$ cat config.mk
export PLATFORM = sky130hd
export DESIGN_NAME = grid_mesh_index_generator
export DESIGN_NICKNAME = d
export VERILOG_FILES = /design/src/hdl/gmig_pkg.sv /design/src/hdl/grid_mesh_index_generator.sv /design/src/hdl/gmig_step.sv
export SDC_FILE = /design/constraint.sdc
export NUM_CORES = 1
export LEC_CHECK = 0
export BUFFER_PORTS_ARGS = -buffer_cell sky130_fd_sc_hd__buf_2
export CORE_MARGIN = 5
export CORE_UTILIZATION = 40
export CTS_CLUSTER_DIAMETER = 100
export DETAILED_ROUTE_END_ITERATION = 10
export PLACE_DENSITY = 0.53
export SLEW_MARGIN = 20
export SYNTH_ARGS = -nofsm -noshare
export SYNTH_HDL_FRONTEND = slang
export SYNTH_SLANG_ARGS = --single-unit
$ cat constraint.sdc
create_clock -name clk -period 10.9 [get_ports clk]
set_clock_uncertainty 0.15 [all_clocks]
set_input_delay 0.545 -clock clk [delete_from_list [all_inputs] [get_ports clk]]
set_output_delay 0.545 -clock clk [all_outputs]
set_load 0.01 [all_outputs]
$ cat src/hdl/gmig_pkg.sv
// Shared types and constants for the grid mesh index generator.
// No dependencies; imported by gmig_step and grid_mesh_index_generator.
package gmig_pkg;

	// Upper bound on cells per side
	localparam int GMIG_MAX_CELLS = 255;

	// Register widths
	localparam int CELLS_W = 8;
	localparam int COL_W   = 9;
	localparam int IDX_W   = 16;
	localparam int CFG_IDX_W = 4;

	// Register indexes on the configuration port
	localparam logic [CFG_IDX_W-1:0] CFG_PATCH_CELLS = 4'd0;
	localparam logic [CFG_IDX_W-1:0] CFG_WIRE_MODE   = 4'd1;

	// Reset values of the registers
	localparam logic [CELLS_W-1:0] PATCH_CELLS_RST = 8'd16;
	localparam logic               WIRE_MODE_RST   = 1'b0;

	// Strip phases: index on the current row, then on the next row
	localparam logic [1:0] PH_ROW_CUR  = 2'd0;
	localparam logic [1:0] PH_ROW_NEXT = 2'd1;

	// Wireframe phases: horizontal edge (two ends), then vertical edge
	localparam logic [1:0] PH_EDGE_H0 = 2'd0;
	localparam logic [1:0] PH_EDGE_H1 = 2'd1;
	localparam logic [1:0] PH_EDGE_V0 = 2'd2;
	localparam logic [1:0] PH_EDGE_V1 = 2'd3;

	// Position within the mesh
	typedef struct packed {
		logic [CELLS_W-1:0] row;
		logic [COL_W-1:0]   col;
		logic [1:0]         phase;
		logic               degen;
	} gmig_pos_t;

	// Result of one step: next position and the index it emits
	typedef struct packed {
		gmig_pos_t        pos;
		logic [IDX_W-1:0] idx;
		logic             last;
	} gmig_step_t;

endpackage

$ cat src/hdl/grid_mesh_index_generator.sv
// Grid mesh index generator: top level with registers, position state and output stage.
// Depends on gmig_pkg and gmig_step.
//
// Each item accepted on the input channel (in_valid/in_ready, field restart)
// yields exactly one item on the output channel (out_valid/out_ready, fields
// vertex_index and mesh_last). With restart high the item gives the first
// index of a new mesh; otherwise the walk continues where it stopped.
// An accepted item is loaded into the single output register and offered in the
// next cycle. Throughput is one item per cycle while the receiver takes them, set by
// that register; in_ready stays high while that register is empty or being emptied.
// When the receiver stalls, the output holds and in_ready falls until the
// item is taken. mesh_last marks the final index; the next item starts over.
// Registers patch_cells (index 0) and wire_mode (index 1) are written on the
// cfg channel, always ready; the user must write them only while the block is idle;
// the block does not enforce it. Reset restores patch_cells to 16, strip mode, the
// start of a mesh and an empty output. The row start is recomputed from the row count
// on every item, so a register change between meshes takes effect on the next item.
module grid_mesh_index_generator import gmig_pkg::*; #(
	parameter int MAX_PATCH_CELLS = GMIG_MAX_CELLS
) (
	input  logic                 clk,
	input  logic                 arst_n,
	input  logic                 in_valid,
	output logic                 in_ready,
	input  logic                 restart,
	output logic                 out_valid,
	input  logic                 out_ready,
	output logic [IDX_W-1:0]     vertex_index,
	output logic                 mesh_last,
	input  logic                 cfg_valid,
	output logic                 cfg_ready,
	input  logic [CFG_IDX_W-1:0] cfg_index,
	input  logic [CELLS_W-1:0]   cfg_data
);

	logic [CELLS_W-1:0] patch_cells_q;
	logic               wire_mode_q;
	gmig_pos_t          pos_q;
	gmig_step_t         step;
	logic               out_valid_q;
	logic [IDX_W-1:0]   vertex_index_q;
	logic               mesh_last_q;
	logic               in_fire;

	assign cfg_ready    = 1'b1;
	assign in_ready     = !out_valid_q || out_ready;
	assign in_fire      = in_valid && in_ready;
	assign out_valid    = out_valid_q;
	assign vertex_index = vertex_index_q;
	assign mesh_last    = mesh_last_q;

	// Configuration registers
	always_ff @(posedge clk or negedge arst_n) begin
		if (!arst_n) begin
			patch_cells_q <= PATCH_CELLS_RST;
			wire_mode_q   <= WIRE_MODE_RST;
		end else if (cfg_valid) begin
			if (cfg_index == CFG_PATCH_CELLS) begin
				patch_cells_q <= cfg_data;
			end else if (cfg_index == CFG_WIRE_MODE) begin
				wire_mode_q <= cfg_data[0];
			end
		end
	end

	gmig_step #(
		.MAX_PATCH_CELLS(MAX_PATCH_CELLS)
	) u_step (
		.pos        (pos_q),
		.patch_cells(patch_cells_q),
		.wire_mode  (wire_mode_q),
		.restart    (restart),
		.step       (step)
	);

	// Position state advances on each accepted item
	always_ff @(posedge clk or negedge arst_n) begin
		if (!arst_n) begin
			pos_q <= '0;
		end else if (in_fire) begin
			pos_q <= step.pos;
		end
	end

	// Output stage valid
	always_ff @(posedge clk or negedge arst_n) begin
		if (!arst_n) begin
			out_valid_q <= 1'b0;
		end else if (in_fire) begin
			out_valid_q <= 1'b1;
		end else if (out_ready) begin
			out_valid_q <= 1'b0;
		end
	end

	// Output stage payload
	always_ff @(posedge clk) begin
		if (in_fire) begin
			vertex_index_q <= step.idx;
			mesh_last_q    <= step.last;
		end
	end

	// A mesh end returns the walk to its start
	a_last_clears: assert property (@(posedge clk) disable iff (!arst_n)
		in_fire && step.last |=> pos_q == '0)
		else $error("position not cleared after mesh end");

	// An output item appears only after an accepted input item
	a_out_from_in: assert property (@(posedge clk) disable iff (!arst_n)
		$rose(out_valid) |-> $past(in_valid && in_ready))
		else $error("output item without input item");

	// A pending degenerate always sits at the start of a row
	a_degen_pos: assert property (@(posedge clk) disable iff (!arst_n)
		!wire_mode_q && pos_q.degen |-> pos_q.col == '0 && pos_q.phase == PH_ROW_CUR)
		else $error("degenerate pending mid-row");

	// Stored row never reaches the largest cell count
	a_row_range: assert property (@(posedge clk) disable iff (!arst_n)
		in_fire |=> pos_q.row != '1)
		else $error("row count out of range");

endmodule

$ cat src/hdl/gmig_step.sv
// Next-position and index logic for one advance of the grid mesh walk.
// Depends on gmig_pkg for the position struct and phase codes.
module gmig_step import gmig_pkg::*; #(
	parameter int MAX_PATCH_CELLS = GMIG_MAX_CELLS
) (
	input  gmig_pos_t          pos,
	input  logic [CELLS_W-1:0] patch_cells,
	input  logic               wire_mode,
	input  logic               restart,
	output gmig_step_t         step
);

	localparam logic [CELLS_W-1:0] MaxCells = CELLS_W'(MAX_PATCH_CELLS);

	logic [CELLS_W-1:0] p;
	logic [COL_W-1:0]   p9;
	logic [COL_W-1:0]   v;
	logic [COL_W-1:0]   row9;
	logic [COL_W-1:0]   col_inc;
	logic [COL_W-1:0]   x;
	logic [16:0]        prod;
	logic [IDX_W-1:0]   rb;
	logic [IDX_W-1:0]   base;
	logic               valid;
	gmig_pos_t          cur;

	always_comb begin
		// Clamp cell count, vertices per side is one more
		p = (patch_cells == '0) ? CELLS_W'(1) : patch_cells;
		if (p > MaxCells) begin
			p = MaxCells;
		end
		p9 = {1'b0, p};
		v  = p9 + COL_W'(1);

		// Restart, then drop any position that does not fit the registers
		cur = restart ? '0 : pos;
		if (wire_mode) begin
			cur.degen = 1'b0;
			valid = ({1'b0, cur.row} < p9) && (cur.col < p9);
		end else begin
			valid = ({1'b0, cur.row} < p9) && (cur.col < v) && (cur.phase <= PH_ROW_NEXT) &&
				!(cur.degen && ((({1'b0, cur.row} + COL_W'(1)) >= p9) ||
				(cur.col != '0) || (cur.phase != PH_ROW_CUR)));
		end
		if (!valid) begin
			cur = '0;
		end

		// Row start index; fits 16 bits since row < cells
		prod    = 17'(cur.row) * 17'(v);
		rb      = prod[IDX_W-1:0];
		row9    = {1'b0, cur.row} + COL_W'(1);
		col_inc = cur.col + COL_W'(1);
		base    = rb + IDX_W'(cur.col);
		x       = cur.row[0] ? (v - COL_W'(1) - cur.col) : cur.col;

		step.pos  = cur;
		step.idx  = '0;
		step.last = 1'b0;

		if (wire_mode) begin
			// Four indices per cell
			unique case (cur.phase)
				PH_EDGE_H0: step.idx = base;
				PH_EDGE_H1: step.idx = base + IDX_W'(1);
				PH_EDGE_V0: step.idx = base;
				PH_EDGE_V1: step.idx = base + IDX_W'(v);
				default:    step.idx = base;
			endcase
			if (cur.phase != PH_EDGE_V1) begin
				step.pos.phase = cur.phase + 2'd1;
			end else begin
				step.pos.phase = PH_EDGE_H0;
				step.pos.col   = col_inc;
				if (col_inc == p9) begin
					step.pos.col = '0;
					step.pos.row = row9[CELLS_W-1:0];
					if (row9 == p9) begin
						step.last = 1'b1;
						step.pos  = '0;
					end
				end
			end
		end else if (cur.degen) begin
			// Repeat the end vertex of the row just finished
			step.idx       = rb + (cur.row[0] ? '0 : IDX_W'(v - COL_W'(1)));
			step.pos.degen = 1'b0;
			step.pos.row   = row9[CELLS_W-1:0];
			step.pos.col   = '0;
			step.pos.phase = PH_ROW_CUR;
		end else if (cur.phase == PH_ROW_CUR) begin
			step.idx       = rb + IDX_W'(x);
			step.pos.phase = PH_ROW_NEXT;
		end else begin
			step.idx       = rb + IDX_W'(v) + IDX_W'(x);
			step.pos.phase = PH_ROW_CUR;
			step.pos.col   = col_inc;
			if (col_inc == v) begin
				step.pos.col = '0;
				if (row9 == p9) begin
					step.last = 1'b1;
					step.pos  = '0;
				end else begin
					step.pos.degen = 1'b1;
				end
			end
		end
	end

endmodule

==> results.sh, run 1 <==
export IMPL_yosys_register_bits=47
export IMPL_rsz0062_at_grt="no"
export IMPL_worstReg2RegStart="patch_cells_q[1]$_DFFE_PN0P_"
export IMPL_drv_cap=0
export IMPL_tightest_slew_ps=967
export IMPL_worst_ep_required_time_ps=10820
export IMPL_maxSlewHeadroom_pct=35.4
export IMPL_nets=1601
export IMPL_fp_dieW_um=172
export IMPL_track_usage_pct=25.7
export IMPL_grt_pass1_vias=9955
export IMPL_dpl_cell_area_um2=11100
export IMPL_num_rows=59
export IMPL_ys_top_cells_by_count="nor2_1, inv_1, ha_1, nand2_1, a21oi_1"
export IMPL_status="complete, no violations"
export IMPL_final_layout_size_suffix_gt1_share_pct=8.62
export IMPL_synth_top_area_share_pct=14.7
export IMPL_slowest_stage="dfrtp_1"
export IMPL_syn_area_um2=10600
export IMPL_hold_class="input pin to async pin"
export IMPL_yosys_warnings=0
export IMPL_numCtsBuffers=5
export IMPL_cpPeakStageDelay_ps=660
export IMPL_crit_path_max_fanout=14
export IMPL_nFillCells=2696
export IMPL_cts_max_path_buffers=2
export IMPL_finalSetupViolCount=0
export IMPL_startpoint="patch_cells_q[1]$_DFFE_PN0P_"
export IMPL_drt_iter0_markers=907
export IMPL_slew_viol_final=0
export IMPL_die_area_um2=29700
export IMPL_clk_pin_slew_ps=90
export IMPL_port_buffers=36
export IMPL_setup_tns_ps=0
export IMPL_arrival_ps=10040
export IMPL_synth_top_cell_by_area="ha_1"
export IMPL_start_kind="register"
export IMPL_numClockSinks=47
export IMPL_ys_seq_area_share_pct=12.0
export IMPL_max_freq_mhz=98.8
export IMPL_syn_to_final_growth_pct=6.99
export IMPL_core_um2=26100
export IMPL_power_mw=2.56
export IMPL_end_kind="register"
export IMPL_finalHoldViolations=0
export IMPL_io_pins=38
export IMPL_vias_per_cell=5.90
export IMPL_power_density_nw_per_um2=227
export IMPL_grt_pass1_wl_um=58600
export IMPL_design_area_um2=11300
export IMPL_synth_most_common_cell="nor2_1"
export IMPL_async_reset_ff_share_pct=63.8
export IMPL_synth_cell_types=102
export IMPL_antenna_cells=0
export IMPL_cts_root_buffer_cell="clkbuf_16"
export IMPL_irDropWorstVdd_mv=0.126
export IMPL_min_period_over_period_pct=92.9
export IMPL_ant_nets=0
export IMPL_synth_ff_type="dfrtp_1"
export IMPL_netlist_instances=1380
export IMPL_reg2regPathDepth=36
export IMPL_gp_congestion=0.977
export IMPL_netlist_top_cells_area="ha_1, fa_1, dfrtp_1, xnor2_1, nor2_1"
export IMPL_drc_errors=0
export IMPL_die_h_um=172
export IMPL_synth_edf_count=17
export IMPL_cts_setup_buffers=0
export IMPL_dpl_hpwl_um=29500
export IMPL_min_period_ps=10130
export IMPL_r2r_slack_ps=770
export IMPL_h_tree_depth=2
export IMPL_worst_setup_path_type="register to register"
export IMPL_routed_wl_um=37700
export IMPL_overflow=0
export IMPL_syn_area_per_cell_um2=7.65
export IMPL_p_leak_nw=5.22
export IMPL_antenna_found_initial=0
export IMPL_cts_tree="built"
export IMPL_wl_per_cell_um=21.7
export IMPL_insertion_delay_ps=310
export IMPL_vias=10253
export IMPL_drt_pre_antenna_iters=5
export IMPL_grt_max_degree=37
export IMPL_start_util_pct=40.5
export IMPL_worstReg2RegEnd="vertex_index[13]$_DFFE_PP_"
[cells by family (layout without fill, tap and decap cells)]
kind of cell    after synthesis  in the layout  synth area share [%]
flops                        47             47                  12.0
buf+inv                     210            228                  8.18
xor+xnor                    108            108                  9.28
simple gates                471            471                  21.0
compound gates              353            353                  23.3
other cells                   2              8                0.0711
mux                           9              9                 0.901
fa+ha+maj                   180            180                  25.3
[worst max path at each step]
stage,endpoint,slack (ps),cells after the start
6_report,vertex_index[13]$_DFFE_PP_,770,36
5_1_grt,vertex_index[13]$_DFFE_PP_,120,36
4_1_cts,vertex_index[15]$_DFFE_PP_,520,32
3_5_place_dp,vertex_index[15]$_DFFE_PP_,450,35
3_3_place_gp,vertex_index[15]$_DFFE_PP_,670,32
2_1_floorplan,vertex_index[15]$_DFFE_PP_,1590,37
[placed cells by master (no fill, tap or decap), drive strengths merged, types with 15 or more instances in the layout]
cell / instances
nor3: 36
xor2: 26
dfrtp: 29
a21o: 19
buf: 69
xnor2: 82
nand2b: 15
fa: 56
inv: 144
nand3: 31
a21oi: 90
nor2: 169
nor2b: 18
o211ai: 18
o21ai: 66
a211oi: 23
nand2: 124
edfxtp: 17
ha: 124
[area by class of cell]
class	instances	area, µm²	share of cell area (%)
multi-input cells	1129	8470	75.0
flip-flops and latches	47	1260	11.2
inverters	151	569	5.04
repair buffers	69	428	3.79
well taps	335	419	3.71
clock buffers	5	125	1.11
clock inverters	3	22.5	0.199
[per-stage QoR]
step	util, %	instances	hold WS (ps)	setup slack (ps)
final	43.3	1739	171	774
after global routing	43.3	1739	227	116
after CTS	43.3	1739	190	516
after detailed placement	42.7	1731	370	452
after global placement	42.7	1731	362	669
after floorplan	-	1386	99.4	1590
[worst max-delay path, delay by kind of cell (launching register included)]
kind / cells / cell delay [ps]
adder cells (fa/ha/maj): 8 / 3280
AND/OR/NAND/NOR: 11 / 2700
XOR/XNOR: 2 / 480
multiplexers: 1 / 100
buffers and inverters: 6 / 400
AO/OA/AOI/OAI: 8 / 2080
flip-flops: 1 / 660
[report_power, final]
part / total, mW / switching (mW) / internal, mW / leakage, nW
registers: 0.292 / 0.0553 / 0.237 / 0.545
logic: 2.09 / 1.27 / 0.823 / 4.60
clock network: 0.178 / 0.0909 / 0.0867 / 0.0742
total: 2.56 / 1.41 / 1.15 / 5.22
[flip-flops by register name, indices dropped and copies added, names as in the netlist]
name,cells
wire_mode_q,1
mesh_last,1
vertex_index,16
pos_q,20
patch_cells_q,8
out_valid,1
[repair_timing]
item | CTS | global route
resized for setup | 0 | 2
endpoints found under the setup margin | 0 | 6
hold buffers | 0 | 0
[metal layers]
metal / routed length [µm] / global-route usage (%) / share of wire, %
met1: 17100 / 36.2 / 45
met2: 16800 / 40.5 / 44
met3: 2780 / 4.09 / 7.4
met4: 1100 / 7.52 / 2.9
met5: 0 / 0 / 0
Note: power is estimated with default switching activity, not from simulation.
==> run 2, diff against run 1 <==
--- a/config.mk
+++ b/config.mk
@@ -10,7 +10,7 @@
 export CORE_UTILIZATION = 40
 export CTS_CLUSTER_DIAMETER = 100
 export DETAILED_ROUTE_END_ITERATION = 10
-export PLACE_DENSITY = 0.53
+export PLACE_DENSITY = 0.55
 export SLEW_MARGIN = 20
 export SYNTH_ARGS = -nofsm -noshare
 export SYNTH_HDL_FRONTEND = slang
==> constraint.sdc (replaced) <==
create_clock -name clk -period 8.4 [get_ports clk]
set_clock_uncertainty 0.15 [all_clocks]
set_input_delay 0.42 -clock clk [delete_from_list [all_inputs] [get_ports clk]]
set_output_delay 0.42 -clock clk [all_outputs]
set_load 0.01 [all_outputs]
==> results.sh, run 2 (synthesized netlist as in run 1, its figures left out) <==
export IMPL_slew_viol_final=0
export IMPL_wl_met3_um=2970
export IMPL_overflow=0
export IMPL_grt_pass1_wl_um=60600
export IMPL_grt_pass1_vias=10617
export IMPL_min_period_ps=8300
export IMPL_path_common_cell="buf_4"
export IMPL_p_sw_share_pct=50.6
export IMPL_port_buffers=36
export IMPL_min_period_over_period_pct=98.8
export IMPL_num_rows=59
export IMPL_drt_iter0_markers=1189
export IMPL_numClockSinks=47
export IMPL_maxSlewHeadroom_pct=41.8
export IMPL_cts_tree="built"
export IMPL_antenna_found_initial=0
export IMPL_end_kind="register"
export IMPL_slowest_stage="fa_1"
export IMPL_core_um2=26100
export IMPL_intPower_mw=2.03
export IMPL_p_leak_nw=6.19
export IMPL_largest_reg_flops=20
export IMPL_fin_hold_ws_ps=56.0
export IMPL_vias_per_cell=5.75
export IMPL_holdBufCountCts=0
export IMPL_worst_ep_required_time_ps=8320
export IMPL_insertion_delay_ps=320
export IMPL_finalHoldViolations=0
export IMPL_cts_max_path_buffers=2
export IMPL_start_kind="register"
export IMPL_cts_root_buffer_cell="clkbuf_16"
export IMPL_final_layout_size_suffix_gt1_share_pct=24.1
export IMPL_clk_pin_slew_ps=90
export IMPL_dpl_hpwl_um=31900
export IMPL_status="complete, no violations"
export IMPL_routed_wl_um=39500
export IMPL_gp_congestion=0.963
export IMPL_arrival_ps=8220
export IMPL_nFillCells=2543
export IMPL_fp_dieW_um=172
export IMPL_die_area_um2=29700
export IMPL_final_common_cell="buf_4"
export IMPL_setup_tns_ps=0
export IMPL_cpPeakStageDelay_ps=520
export IMPL_drt_pre_antenna_iters=5
export IMPL_numCtsBuffers=5
export IMPL_track_usage_pct=26.5
export IMPL_power_mw=4.11
export IMPL_power_density_nw_per_um2=313
export IMPL_drc_errors=0
export IMPL_drv_cap=0
export IMPL_regMostFlops="pos_q"
export IMPL_syn_to_final_growth_pct=24.5
export IMPL_rsz0062_at_grt="yes"
export IMPL_worst_setup_path_type="register to register"
export IMPL_ant_nets=0
export IMPL_seq_power_share_pct=8.5
export IMPL_met2_length_um=16900
export IMPL_wl_per_cell_um=20.6
export IMPL_nets=1777
export IMPL_top_layer_used="met4"
export IMPL_hold_class="input pin to async pin"
export IMPL_vias=11012
export IMPL_max_freq_mhz=120
export IMPL_combPwrFrac_pct=85.8
export IMPL_start_util_pct=40.5
export IMPL_p_clk_share_pct=5.7
export IMPL_p_sw_mw=2.08
export IMPL_irDropWorstVdd_mv=0.194
export IMPL_tightest_slew_ps=873
export IMPL_wl_met1_um=18200
export IMPL_io_pins=38
export IMPL_final_cell_mix="buf_4, nor2_1, inv_1"
export IMPL_h_tree_depth=2
export IMPL_grt_max_degree=33
export IMPL_die_h_um=172
export IMPL_finalSetupViolCount=0
export IMPL_antenna_cells=0
export IMPL_crit_path_max_fanout=7
[run 2: changes by cell type in the layout (fill, tap and decap cells not counted), sizes merged]
cell / delta
buf: +176
clkinv: -1
inv: +1
[run 2: routing by layer]
layer | GRT usage (%) | vias up
li1 | - | 5241
met1 | 38.3 | 5272
met2 | 40.2 | 433
met3 | 4.46 | 66
met4 | 8.48 | 0
met5 | 0 | -
[run 2: stage by stage]
step           cells  util (%)  cell area [µm²]  setup slack (ps)
2_1_floorplan   1386         -            10800            0.0657
3_3_place_gp    1890      48.0            12500              -216
3_5_place_dp    1890      48.0            12500              -330
4_1_cts         1906      48.8            12700              3.38
5_1_grt         1915      50.4            13100              -302
6_report        1915      50.4            13100              98.7
[run 2: area by class of cell]
type	count	area, µm²	share of cell area (%)
Tap cell	335	419	3.19
Timing Repair Buffer	245	1780	13.5
Inverter	151	577	4.39
Multi-Input combinational cell	1129	8960	68.2
Clock inverter	3	22.5	0.171
Sequential cell	47	1260	9.61
Clock buffer	5	125	0.952
[run 2: final timing paths]
check / start / slack, ps / end / cells after the start
hold / removal: arst_n / 60 / patch_cells_q[7]$_DFFE_PN0P_ / 1
setup reg to reg: pos_q[13]$_DFFE_PN0P_ / 100 / vertex_index[15]$_DFFE_PP_ / 39
hold reg to reg: out_valid$_DFFE_PN0P_ / 380 / out_valid$_DFFE_PN0P_ / 2
setup / recovery: pos_q[13]$_DFFE_PN0P_ / 100 / vertex_index[15]$_DFFE_PP_ / 39
min in group clk: cfg_data[2] / 150 / patch_cells_q[2]$_DFFE_PN0P_ / 3
max in group asynchronous: arst_n / 7440 / patch_cells_q[1]$_DFFE_PN0P_ / 1
[run 2: repair_timing]
item	in CTS	in global routing
resized for setup	7	78
pin swaps	6	34
buffers inserted	8	9
setup endpoints to repair	3	9
[run 2: power by group through the flow]
stage	clock network [mW]	registers, mW	logic (mW)
2_1_floorplan	0	0.349	2.14
3_3_place_gp	0	0.354	3.27
3_5_place_dp	0	0.354	3.27
4_1_cts	0.239	0.347	3.32
5_1_grt	0.245	0.354	3.88
6_report	0.236	0.350	3.53
[run 2: worst max-delay path, delay by kind of cell, from the launching register on]
family	cells	cell delay [ps]
adder cells (fa/ha/maj)	8	2740
AO/OA/AOI/OAI	8	1350
AND/OR/NAND/NOR	11	1910
XOR/XNOR	3	410
flip-flops	1	440
buffers and inverters	9	1060
==> run 3, diff against run 2 <==
--- a/config.mk
+++ b/config.mk
@@ -6,6 +6,7 @@
 export NUM_CORES = 1
 export LEC_CHECK = 0
 export BUFFER_PORTS_ARGS = -buffer_cell sky130_fd_sc_hd__buf_2
+export CORE_ASPECT_RATIO = 0.5
 export CORE_MARGIN = 5
 export CORE_UTILIZATION = 40
 export CTS_CLUSTER_DIAMETER = 100
==> constraint.sdc (replaced) <==
create_clock -name clk -period 7.31 [get_ports clk]
set_clock_uncertainty 0.15 [all_clocks]
set_input_delay 0.3655 -clock clk [delete_from_list [all_inputs] [get_ports clk]]
set_output_delay 0.3655 -clock clk [all_outputs]
set_load 0.01 [all_outputs]
==> results.sh, run 3 (synthesized netlist as in run 1, its figures left out) <==
export IMPL_status="complete, but fails checks"
export IMPL_violations="setup timing"
export IMPL_arrival_ps=8070
export IMPL_hold_class="input pin to register"
export IMPL_max_freq_mhz=123
export IMPL_wl_per_cell_um=21.3
export IMPL_vias_per_cell=5.73
export IMPL_min_period_ps=8120
export IMPL_design_area_um2=14400
export IMPL_maxSlewHeadroom_pct=38.6
export IMPL_final_layout_size_suffix_gt1_share_pct=32.1
export IMPL_largest_reg_flops=20
export IMPL_worst_setup_path_type="register to register"
export IMPL_h_tree_depth=2
export IMPL_cts_root_buffer_cell="clkbuf_16"
export IMPL_min_period_over_period_pct=111
export IMPL_slew_viol_final=0
export IMPL_fp_dieW_um=240
export IMPL_die_h_um=125
export IMPL_drt_pre_antenna_iters=6
export IMPL_insertion_delay_ps=340
export IMPL_power_density_nw_per_um2=389
export IMPL_grt_pass1_wl_um=67200
export IMPL_dpl_hpwl_um=34900
export IMPL_wl_met3_um=3980
export IMPL_die_area_um2=29900
export IMPL_finalSetupViolCount=10
export IMPL_irDropWorstVdd_mv=0.453
export IMPL_finalHoldViolations=0
export IMPL_antenna_found_initial=2
export IMPL_final_common_cell="buf_4"
export IMPL_p_leak_nw=6.80
export IMPL_grt_pass1_vias=11537
export IMPL_port_buffers=36
export IMPL_top_layer_used="met5"
export IMPL_numCtsBuffers=5
export IMPL_drc_errors=0
export IMPL_worst_ep_required_time_ps=7260
export IMPL_syn_to_final_growth_pct=36.9
export IMPL_routed_wl_um=43600
export IMPL_io_pins=38
export IMPL_clk_pin_slew_ps=100
export IMPL_num_rows=42
export IMPL_finalWorstSetupSlack_ps=-807
export IMPL_start_kind="register"
export IMPL_final_cell_mix="buf_4, nor2_1, inv_1"
export IMPL_tightest_slew_ps=914
export IMPL_end_kind="register"
export IMPL_dp_slack_ps=-1340
export IMPL_core_um2=26200
export IMPL_cts_max_path_buffers=2
export IMPL_vias=11735
export IMPL_gp_congestion=1.01
export IMPL_regMostFlops="pos_q"
export IMPL_wl_met1_um=19900
export IMPL_slowest_stage="fa_1"
export IMPL_grt_max_degree=43
export IMPL_ant_nets=0
export IMPL_met2_length_um=18500
export IMPL_overflow=0
export IMPL_nets=1893
export IMPL_start_util_pct=40.3
export IMPL_rsz0062_at_grt="yes"
export IMPL_cpPeakStageDelay_ps=520
export IMPL_crit_path_max_fanout=8
export IMPL_numClockSinks=47
export IMPL_power_mw=5.62
export IMPL_drt_iter0_markers=1306
export IMPL_dpl_cell_area_um2=13600
export IMPL_drv_cap=0
export IMPL_cts_tree="built"
export IMPL_track_usage_pct=28.8
## run 3: changes by cell type in the layout (fill, tap and decap cells not counted), moves of 4 or more
cell	delta
buf_4	+107
nor2_2	+9
a21oi_2	+7
a21oi_1	-8
nor2_1	-10
inv_1	-6
ha_1	-9
xnor2_1	-4
ha_4	+8
inv_2	+5
buf_6	+7
## run 3: cell type report
class	count	area [µm²]
repair buffers	361	2690
clock buffers	5	125
clock inverters	3	45.0
inverters	151	588
multi-input cells	1129	9300
flip-flops and latches	47	1260
well taps	352	440
diodes	1	2.50
fillers	2448	11800
## run 3: repair_timing
action                                  CTS  global route
buffers inserted                          8            16
hold buffers                              1             0
endpoints found under the setup margin   11            16
pin swaps                                31            49
resized for setup                        36            70
endpoints found under the hold margin    28             0
## run 3: report_power, final
| part | internal [mW] | switching [mW] | leakage (nW) |
|---|---|---|---|
| Combinational | 2.39 | 2.52 | 6.17 |
| Clock | 0.165 | 0.151 | 0.0848 |
| Sequential | 0.353 | 0.0355 | 0.545 |
## run 3: stage by stage
stage / setup TNS, ps / std cells / hold WS [ps] / utilization [%]
final: -6000 / 2049 / 87.5 / 55.1
after global placement: -8110 / 2016 / 350 / 51.7
after detailed placement: -10060 / 2016 / 352 / 51.7
after floorplan: -5990 / 1386 / -80.1 / -
after CTS: -5750 / 2033 / 78.3 / 53.3
after global routing: -8800 / 2048 / 103 / 55.1
## run 3: critical path, delay by kind of cell, from the launching register on
kind,cells,cell delay [ps]
fa+ha+maj,9,3250
simple gates,12,1580
compound gates,8,1300
xor+xnor,4,610
buf+inv,6,530
flops,1,440
## run 3: path summary, 6_finish.rpt
check | startpoint | to | slack [ps] | cells past startpoint
min in group asynchronous | arst_n | pos_q[10]$_DFFE_PN0P_ | 490 | 2
worst max register to register | pos_q[12]$_DFFE_PN0P_ | vertex_index[11]$_DFFE_PP_ | -810 | 39
worst min-delay path | cfg_data[5] | patch_cells_q[5]$_DFFE_PN0P_ | 90 | 3
worst min register to register | out_valid$_DFFE_PN0P_ | out_valid$_DFFE_PN0P_ | 380 | 2
max in group asynchronous | arst_n | patch_cells_q[2]$_DFFE_PN0P_ | 5980 | 2
worst max-delay path | pos_q[12]$_DFFE_PN0P_ | vertex_index[11]$_DFFE_PP_ | -810 | 39
## run 3: metal layers
layer / vias up / global-route usage (%)
li1: 5468 / -
met1: 5692 / 42.5
met2: 477 / 43.1
met3: 96 / 5.46
met4: 2 / 7.64
met5: - / 0
